$ cat src/rtl/lrupr_pkg.sv
// Shared constants for the LRU page replacement block.
// No dependencies.
package lrupr_pkg;

    localparam int DEF_FRAMES    = 4;
    localparam int DEF_PAGE_BITS = 16;

    // Fixed port widths
    localparam int PAGE_W = 16;
    localparam int SLOT_W = 2;
    localparam int FILL_W = 3;
    localparam int CNT_W  = 16;

    localparam logic [CNT_W-1:0] CNT_MAX = {CNT_W{1'b1}};

endpackage

$ cat src/rtl/lru_page_replacement.sv
// LRU page replacement over FRAMES fully associative frames; uses lrupr_pkg.
// o_valid is registered out of ST_UPDATE, after the scan has passed over all FRAMES frames.
// A new reference is taken only in ST_IDLE (busy low), after the last one is through: the accepting cycle,
// one ST_SCAN step per frame with one tag compare each, then ST_UPDATE for the hit, fill or eviction.
// Results come out as a one-cycle strobe; the receiver cannot stall.
// Reset (synchronous, active low) empties all frames and zeroes the fault count.
module lru_page_replacement
    import lrupr_pkg::*;
#(
    parameter int FRAMES    = DEF_FRAMES,
    parameter int PAGE_BITS = DEF_PAGE_BITS
) (
    input  logic              i_clk,
    input  logic              i_rst_n,
    input  logic              start,
    output logic              busy,
    input  logic [PAGE_W-1:0] i_page_number,
    input  logic              i_is_last,
    output logic              o_valid,
    output logic              o_hit,
    output logic [SLOT_W-1:0] o_slot,
    output logic              o_evicted_valid,
    output logic [PAGE_W-1:0] o_evicted_page,
    output logic [FILL_W-1:0] o_frames_filled,
    output logic [CNT_W-1:0]  o_fault_total
);

    localparam int PW = (PAGE_BITS < PAGE_W) ? PAGE_BITS : PAGE_W;
    localparam int IW = (FRAMES > 1) ? $clog2(FRAMES) : 1;
    localparam int RW = IW;
    localparam int FW = $clog2(FRAMES + 1);
    localparam logic [IW-1:0] LAST_IDX = IW'(FRAMES - 1);

    typedef enum logic [1:0] {
        ST_IDLE,
        ST_SCAN,
        ST_UPDATE
    } t_state;

    t_state              r_state;
    logic [PW-1:0]       r_pages [FRAMES];
    logic [FRAMES-1:0]   r_valid;
    logic [RW-1:0]       r_rank  [FRAMES];
    logic [CNT_W-1:0]    r_faults;

    // per-reference working registers
    logic [PW-1:0]       r_page;
    logic                r_last;
    logic [IW-1:0]       r_idx;
    logic [FW-1:0]       r_filled;
    logic                r_hit_found;
    logic [IW-1:0]       r_hit_idx;
    logic [RW-1:0]       r_hit_rank;
    logic                r_empty_found;
    logic [IW-1:0]       r_empty_idx;
    logic [IW-1:0]       r_vic_idx;
    logic [RW-1:0]       r_vic_rank;
    logic [PW-1:0]       r_vic_page;

    // shared compare on the frame under the scan pointer
    logic                cur_valid;
    logic                cur_match;
    logic                cur_older;

    logic                upd_fill;
    logic [IW-1:0]       f_sel;
    logic [FW-1:0]       n_filled;
    logic [CNT_W-1:0]    n_faults;

    assign busy = (r_state != ST_IDLE);

    always_comb begin
        cur_valid = r_valid[r_idx];
        cur_match = cur_valid && (r_pages[r_idx] == r_page);
        cur_older = (r_idx == '0) || (r_rank[r_idx] > r_vic_rank);

        upd_fill = !r_hit_found && r_empty_found;
        if (r_hit_found) begin
            f_sel = r_hit_idx;
        end else if (r_empty_found) begin
            f_sel = r_empty_idx;
        end else begin
            f_sel = r_vic_idx;
        end
        n_filled = r_filled + FW'(upd_fill);
        if (!r_hit_found && (r_faults != CNT_MAX)) begin
            n_faults = r_faults + CNT_W'(1);
        end else begin
            n_faults = r_faults;
        end
    end

    always_ff @(posedge i_clk) begin
        if (!i_rst_n) begin
            r_state  <= ST_IDLE;
            r_valid  <= '0;
            r_faults <= '0;
            o_valid  <= 1'b0;
            for (int i = 0; i < FRAMES; i++) begin
                r_rank[i] <= '0;
            end
        end else begin
            o_valid <= 1'b0;
            unique case (r_state)
                ST_IDLE: begin
                    if (start) begin
                        r_page        <= i_page_number[PW-1:0];
                        r_last        <= i_is_last;
                        r_idx         <= '0;
                        r_filled      <= '0;
                        r_hit_found   <= 1'b0;
                        r_empty_found <= 1'b0;
                        r_state       <= ST_SCAN;
                    end
                end
                ST_SCAN: begin
                    if (cur_valid) begin
                        r_filled <= r_filled + FW'(1);
                        if (cur_match && !r_hit_found) begin
                            r_hit_found <= 1'b1;
                            r_hit_idx   <= r_idx;
                            r_hit_rank  <= r_rank[r_idx];
                        end
                    end else if (!r_empty_found) begin
                        r_empty_found <= 1'b1;
                        r_empty_idx   <= r_idx;
                    end
                    // victim: highest rank, lowest index on ties
                    if (cur_older) begin
                        r_vic_idx  <= r_idx;
                        r_vic_rank <= r_rank[r_idx];
                        r_vic_page <= r_pages[r_idx];
                    end
                    if (r_idx == LAST_IDX) begin
                        r_state <= ST_UPDATE;
                    end else begin
                        r_idx <= r_idx + IW'(1);
                    end
                end
                ST_UPDATE: begin
                    o_valid         <= 1'b1;
                    o_hit           <= r_hit_found;
                    o_slot          <= SLOT_W'(f_sel);
                    o_evicted_valid <= !r_hit_found && !r_empty_found;
                    o_evicted_page  <= (!r_hit_found && !r_empty_found)
                                       ? PAGE_W'(r_vic_page) : '0;
                    o_frames_filled <= FILL_W'(n_filled);
                    o_fault_total   <= n_faults;
                    r_state         <= ST_IDLE;

                    if (r_last) begin
                        r_valid  <= '0;
                        r_faults <= '0;
                        for (int i = 0; i < FRAMES; i++) begin
                            r_rank[i] <= '0;
                        end
                    end else begin
                        r_faults <= n_faults;
                        if (!r_hit_found) begin
                            r_pages[f_sel] <= r_page;
                            r_valid[f_sel] <= 1'b1;
                        end
                        // age the frames that were newer than the touched one (every valid frame on a miss)
                        for (int i = 0; i < FRAMES; i++) begin
                            if (IW'(i) == f_sel) begin
                                r_rank[i] <= '0;
                            end else if (r_valid[i] &&
                                         (!r_hit_found || (r_rank[i] < r_hit_rank))) begin
                                r_rank[i] <= r_rank[i] + RW'(1);
                            end
                        end
                    end
                end
                default: begin
                    r_state <= ST_IDLE;
                end
            endcase
        end
    end

endmodule
$ cat config.mk
export PLATFORM = sky130hd
export DESIGN_NAME = lru_page_replacement
export DESIGN_NICKNAME = d
export VERILOG_FILES = /design/src/rtl/lrupr_pkg.sv /design/src/rtl/lru_page_replacement.sv
export SDC_FILE = /design/constraint.sdc
export NUM_CORES = 1
export LEC_CHECK = 0
export ABC_AREA = 1
export BUFFER_PORTS_ARGS = -buffer_cell sky130_fd_sc_hd__buf_2
export CAP_MARGIN = 30
export CORE_MARGIN = 5
export CORE_UTILIZATION = 60
export DETAILED_ROUTE_END_ITERATION = 10
export HOLD_SLACK_MARGIN = 0.03
export PLACE_DENSITY = 0.8
export SLEW_MARGIN = 5
export SYNTH_ARGS = -nofsm -noshare
export SYNTH_HDL_FRONTEND = slang
export SYNTH_SLANG_ARGS = --single-unit
$ cat constraint.sdc
create_clock -name i_clk -period 4.2 [get_ports i_clk]
set_input_delay 0.42 -clock i_clk [delete_from_list [all_inputs] [get_ports i_clk]]
set_output_delay 0.42 -clock i_clk [all_outputs]
set_load 0.01 [all_outputs]
==> metrics.log, run 1 <==
[metrics] die area: 16100 um^2
[metrics] setup repair after global routing missed its margin: no
[metrics] Largest delay share family, worst path: flip-flops
[metrics] Post-Synthesis Mean Instance Area: 10.4 um^2
[metrics] final instance count without filler cells: 1051
[metrics] clock insertion delay at the later pin of the skew report: 0.43 ns
[metrics] number of placed instances, taps included: 1019
[metrics] number of rows in the core area: 42
[metrics] cell at the slowest stage of the critical path: dfxtp_1
[metrics] buffering stage count on the worst path with inverters included: 3
[metrics] IO Pins: 61
[metrics] Final TNS setup: 0 ns
[metrics] adder-cell area share of the yosys netlist: 0.0183
[metrics] Yosys reg bits: 186
[metrics] standby leakage power: 3.74 nW
[metrics] Max H-tree Level: 4
[metrics] type of element launching the critical path: register
[metrics] quantity of gates resized following cts: 0
[metrics] portion of the post-synthesis area used by sequential elements: 0.647
[metrics] multiplexer share of the synthesized area: 0
[metrics] kind of end point of the critical path: register
[metrics] Final Core Density: 0.693
[metrics] number of global-route vias before repair: 5473
[metrics] crit share post-route: 0.666
[metrics] horizontal die dimension: 127 um
[metrics] number of flops mapped to enable cells by yosys: 159
[metrics] placer's final routability congestion estimate: 0.875
[metrics] worst reg2reg path depth: 8
[metrics] number of cells on the critical path: 8
[metrics] share of synthesized cell area in and, or, nand and nor gates: 0.220
[metrics] number of nets at the end of the flow: 894
[metrics] timing endpoint of the critical path: r_vic_page[11]
[metrics] relative max-transition margin: 0.434
[metrics] Post-Synthesis Cell Area: 8210 um^2
[metrics] biggest cell delay along the critical path: 0.71 ns
[metrics] input/output buffers: 60
[metrics] Layout area overhead: 12.7%
[metrics] post-CTS setup buffers: 0
[metrics] overall track demand over capacity in global routing: 0.212
[metrics] antenna diode count: 0
[metrics] aggregate routed wire length: 16300 um
[metrics] global-route wire length before repair: 26900 um
[metrics] CTS clock-pin slew for the worst setup and hold paths: 0.07 ns
[metrics] clock tree from TritonCTS: built
[metrics] crit-path max FO: 19
[metrics] Distinct cells, synth: 40
[metrics] DIE HEIGHT: 127 um
[metrics] Post-Synth XOR/XNOR Area: 0.0149
[metrics] run status: finished clean
[metrics] Fmax: 358 MHz
[metrics] Reg-to-Reg End: r_vic_page[11]
[metrics] DRC marker count from the first detailed-route iteration: 544
[metrics] final hold violation count: 0
[metrics] share of async-settable or async-resettable flops after synthesis: 0
[metrics] largest net degree at the start of global routing: 40
[metrics] Max Slew Vio Count: 0
[metrics] largest family of logic cells by synthesized area: simple AND/OR/NAND/NOR gates
[metrics] Worst Max-Slew Pin Slew: 0.848 ns
[metrics] min cycle time layout: 2.80 ns
[metrics] first-pass detailed-route iteration total: 5
[metrics] Core Area: 13300 um^2
[metrics] final routed DRC violation total: 0
[metrics] CTS hold repair buffers: 0
[metrics] WL/cell: 15.5 um
[metrics] Sink Count: 186
[metrics] post-synthesis compound-gate area fraction: 0.0357
[metrics] maximum clock insertion buffer count: 2
[metrics] Mapped Cells: 793
[metrics] library cell used as clock root buffer: clkbuf_16
[metrics] Max IR drop VDD: 0.000297 V
[metrics] Worst EP arrival: 2.92 ns
[metrics] total vias in the final route: 5682
[metrics] Crit Path Class: register to register
[metrics] max cap viols: 0
[metrics] cells along the critical path: inv_2 -> a32oi_1 -> inv_1 -> ha_1 -> o21bai_1 -> a21oi_1 -> nor2_1 -> buf_4
[metrics] count of nets left with antenna violations after detail routing: 0
[metrics] ratio of cells with drive above 1 in the final layout: 0.168
[metrics] Hold Path Class: input port to register
[metrics] post-detailed-route via-to-cell ratio: 5.41
[metrics] antenna violations before repair: 0
[metrics] Final Setup Violations: 0
[metrics] data required time at the worst endpoint: 4.32 ns
[metrics] Initial Util: 0.615
[metrics] Remaining Overflow, GRT: 0
[metrics] maximum clock skew at final layout: 0.00705 ns
[metrics] main flop type after synthesis: edfxtp_1
[metrics] final HPWL from detailed placement: 11500 um
[metrics] internal reg-to-reg setup slack: 1.40 ns
[metrics] Syn Nets: 825
[metrics] cts bufs inserted: 17
[metrics] power per standard cell area: 434 nW/um^2
[metrics] Yosys warning total: 0
worst min-delay path by stage:
stage	startpoint	end	slack, ns	cells past startpoint
floorplan	r_valid[0]	r_valid[0]	0.44	2
global placement	r_valid[0]	r_valid[0]	0.46	2
detailed placement	r_valid[1]	r_valid[1]	0.47	2
CTS	i_page_number[10]	r_page[10]	0.14	1
global route	i_page_number[13]	r_page[13]	0.14	1
finish	i_page_number[10]	r_page[10]	0.16	1
state kept, by name (all words and copies together) (netlist names), 4 cells and up, named ones only:
name / cells
o_fault_total: 16
o_evicted_page: 16
r_vic_page: 16
r_page: 16
r_faults: 16
r_valid: 4
r_pages: 64
r_rank: 8
synthesized netlist by cell type (3+ instances only):
| library cell | number | area share |
|---|---|---|
| nor2_1 | 66 | 0.030 |
| a21oi_1 | 27 | 0.016 |
| ha_1 | 12 | 0.018 |
| nand2_2 | 23 | 0.018 |
| inv_2 | 7 | 0.0032 |
| inv_1 | 100 | 0.046 |
| buf_2 | 6 | 0.0037 |
| o21ai_0 | 14 | 0.0085 |
| nand2_1 | 209 | 0.096 |
| buf_4 | 5 | 0.0046 |
| edfxtp_1 | 159 | 0.58 |
| nor2_4 | 3 | 0.0041 |
| xor2_1 | 8 | 0.0085 |
| nor2_2 | 7 | 0.0053 |
| nor3_1 | 5 | 0.0030 |
| and2_1 | 6 | 0.0046 |
| nand3_1 | 66 | 0.040 |
| nand4_1 | 4 | 0.0030 |
| xnor2_1 | 6 | 0.0064 |
| nand3b_1 | 9 | 0.0082 |
| dfxtp_1 | 27 | 0.066 |
cell usage in the layout, fill, tap and decap left out, types with 5 or more instances in the layout:
| cell | synthesis | layout |
|---|---|---|
| a21oi_1 | 27 | 27 |
| and2_1 | 6 | 6 |
| buf_2 | 6 | 60 |
| buf_4 | 5 | 7 |
| clkbuf_16 | 0 | 17 |
| dfxtp_1 | 27 | 27 |
| edfxtp_1 | 159 | 159 |
| ha_1 | 12 | 12 |
| inv_1 | 100 | 100 |
| inv_2 | 7 | 7 |
| nand2_1 | 209 | 209 |
| nand2_2 | 23 | 23 |
| nand3_1 | 66 | 66 |
| nand3b_1 | 9 | 9 |
| nor2_1 | 66 | 65 |
| nor2_2 | 7 | 7 |
| nor3_1 | 5 | 5 |
| o21ai_0 | 14 | 14 |
| xnor2_1 | 6 | 6 |
| xor2_1 | 8 | 8 |
cell type report:
class                   count  area, um^2
clock buffers              18         429
clock inverters            14         158
flip-flops and latches    186        5320
fillers                   970        4090
repair buffers             67         353
multi-input cells         483        2380
well taps                 176         220
inverters                 107         402
where the power goes:
group / internal, mW / switching (mW) / total (mW)
Combinational: 0.106 / 0.238 / 0.344
Clock: 0.844 / 0.726 / 1.57
Sequential: 2.06 / 0.0403 / 2.10
Total: 3.01 / 1.00 / 4.02
metrics by stage:
stage | total power [mW] | setup slack, ns | hold slack (ns) | area (um^2)
5_1_grt | 4.18 | 1.19 | 0.141 | 9260
3_5_place_dp | 2.48 | 1.45 | 0.470 | 8670
2_1_floorplan | 2.39 | 1.02 | 0.443 | 8210
3_3_place_gp | 2.46 | 1.70 | 0.463 | 8670
6_report | 4.02 | 1.40 | 0.157 | 9260
4_1_cts | 4.03 | 1.40 | 0.143 | 9260
routing by layer:
metal | vias to the layer above | part of all wire | track usage
met4 | 0 | 0.017 | 0.0732
li1 | 2747 | - | -
met1 | 2670 | 0.43 | 0.285
met3 | 33 | 0.067 | 0.0484
met2 | 232 | 0.49 | 0.342
met5 | - | 0 | 0
cells by family after synthesis:
kind of cell | Yosys count
DFF | 186
adders and majority gates | 12
AOI/OAI and AO/OA | 52
and+or+nand+nor | 405
buffers and inverters | 124
xor gates and xnor gates | 14
No activity file was read; power rests on OpenSTA's default activity.
==> run 2, diff against run 1 <==
CORE_UTILIZATION = 54   (was 60)
PLACE_DENSITY = 0.76   (was 0.8)
clock period = 2.2 ns   (was 4.2 ns; I/O delays follow)
==> run 2 against run 1 <==
Setup slack worse by 1.2 ns. Wire length up 0.68%. Sequential power increased by 90%. Fmax up 38%. Global-route usage down 1.9 points. Highest routed layer unchanged.
==> metrics.log, run 2 (same netlist as run 1, synthesis figures left out) <==
[metrics] Max Slew Vio Count: 0
[metrics] top register by number of flip-flops: r_pages
[metrics] Fmax: 492 MHz
[metrics] horizontal die dimension: 133 um
[metrics] Max H-tree Level: 4
[metrics] Filler cells: 1104
[metrics] Reg power frac: 0.515
[metrics] largest net degree at the start of global routing: 33
[metrics] WL/cell: 15.0 um
[metrics] final HPWL from detailed placement: 11200 um
[metrics] setup slack at placement: 0.0285 ns
[metrics] kind of end point of the critical path: register
[metrics] max cap viols: 0
[metrics] switching power total: 1.95 mW
[metrics] power per standard cell area: 802 nW/um^2
[metrics] CTS clock-pin slew for the worst setup and hold paths: 0.07 ns
[metrics] IO Pins: 61
[metrics] Core Area: 15000 um^2
[metrics] number of rows in the core area: 45
[metrics] maximum clock skew at final layout: 0.00874 ns
[metrics] total vias in the final route: 5607
[metrics] Crit Path Class: register to register
[metrics] final hold violation count: 0
[metrics] setup repair after global routing missed its margin: no
[metrics] aggregate routed wire length: 16500 um
[metrics] antenna diode count: 0
[metrics] Finished Cell Area: 9670 um^2
[metrics] DIE HEIGHT: 133 um
[metrics] global-route wire length before repair: 26900 um
[metrics] Initial Util: 0.546
[metrics] Max IR drop VDD: 0.000603 V
[metrics] Power, Total: 7.75 mW
[metrics] number of global-route vias before repair: 5428
[metrics] die area: 17800 um^2
[metrics] power share of the combinational group: 0.100
[metrics] Layout area overhead: 17.7%
[metrics] placer's final routability congestion estimate: 0.904
[metrics] first-pass detailed-route iteration total: 5
[metrics] antenna violations before repair: 0
[metrics] run status: finished clean
[metrics] type of element launching the critical path: register
[metrics] Worst Max-Slew Pin Slew: 0.598 ns
[metrics] crit-path max FO: 10
[metrics] most common library cell in the layout ignoring fill and taps: nand2_1
[metrics] standby leakage power: 3.93 nW
[metrics] min cycle time layout: 2.03 ns
[metrics] maximum clock insertion buffer count: 2
[metrics] switching power as a share of total power: 0.251
[metrics] count of nets left with antenna violations after detail routing: 0
[metrics] area post-placement: 8880 um^2
[metrics] start point of the worst hold path: i_rst_n
[metrics] min setup slack post-route: 0.167 ns
[metrics] overall track demand over capacity in global routing: 0.192
[metrics] smallest hold slack: 0.245 ns
[metrics] Largest register FFs: 64
[metrics] Sink Count: 186
[metrics] Final TNS setup: 0 ns
[metrics] data required time at the worst endpoint: 2.30 ns
[metrics] DRC marker count from the first detailed-route iteration: 550
[metrics] Remaining Overflow, GRT: 0
[metrics] crit share post-route: 0.924
[metrics] source of the worst register-to-register timing path: r_rank[2][1]
[metrics] cts bufs inserted: 17
[metrics] post-detailed-route via-to-cell ratio: 5.11
[metrics] final routed DRC violation total: 0
[metrics] worst setup path start: r_rank[2][1]
[metrics] Hold Path Class: input port to register
[metrics] ratio of cells with drive above 1 in the final layout: 0.190
[metrics] Worst EP arrival: 2.13 ns
[metrics] clock tree from TritonCTS: built
[metrics] relative max-transition margin: 0.601
[metrics] internal portion of total power: 5.81 mW
[metrics] number of nets at the end of the flow: 930
[metrics] Final Setup Violations: 0
[metrics] clock insertion delay at the later pin of the skew report: 0.43 ns
[metrics] library cell used as clock root buffer: clkbuf_16
[metrics] power share of the clock group: 0.385
[metrics] most frequent cells in the layout: nand2_1 (209), edfxtp_1 (159), inv_1 (100)
[metrics] input/output buffers: 60
run 2: changes by cell type in the layout (fill, tap and decap cells not counted), sizes merged:
cell	previous run	this run
dlygate4sd3	0	17
clkinv	3	2
nor2	76	77
clkbuf	18	17
buf	67	85
clkinvlp	3	1
inv	114	117
run 2: final cells by class:
class / count / area [um^2] / area share
sequential: 186 / 5320 / 0.550
inverter: 107 / 402 / 0.0415
timing repair buffer: 102 / 724 / 0.0749
tap: 188 / 235 / 0.0243
clock inverter: 14 / 151 / 0.0157
multi-input combinational: 484 / 2410 / 0.250
clock buffer: 17 / 425 / 0.0440
run 2: critical path, stage by stage, from the launching register on:
cell and delay (ns):
edfxtp_1 0.43, o21ai_0 0.20, o22ai_1 0.12, ha_1 0.31
inv_1 0.05, o21bai_1 0.16, a21oi_2 0.14, nor2_4 0.30
run 2: what timing repair did:
item / 4_1_cts / 5_1_grt
pin swaps: 0 / 1
setup buffers: 0 / 1
endpoints found under the setup margin: 6 / 24
gates cloned: 0 / 1
hold buffers: 17 / 0
hold endpoints to repair: 17 / 0
gates resized for setup: 1 / 3
run 2: metal layers:
metal	vias up	GRT usage	share of wire
met1	2578	0.253	0.43
met5	-	0	0
met3	24	0.0408	0.061
met2	181	0.313	0.49
li1	2824	-	-
met4	0	0.0794	0.017
run 2: worst paths after layout:
check | endpoint | slack, ns | cells after the start
max reg2reg | r_vic_idx[0] | 0.17 | 7
max | r_vic_idx[0] | 0.17 | 7
min reg2reg | r_valid[2] | 0.48 | 2
min | r_rank[2][1] | 0.24 | 2
run 2: power groups by stage:
stage | clock network [mW] | logic [mW] | registers, mW
after CTS | 3.02 | 0.749 | 3.99
after global placement | 0 | 0.701 | 4.07
final | 2.98 | 0.776 | 3.99
after floorplan | 0 | 0.522 | 4.05
after global routing | 3.19 | 0.866 | 4.00
after detailed placement | 0 | 0.719 | 4.07
run 2: metrics by stage:
stage,cells,util
after floorplan,793,-
after global placement,1048,0.591
after detailed placement,1048,0.591
after CTS,1096,0.640
after global routing,1098,0.643
final,1098,0.643
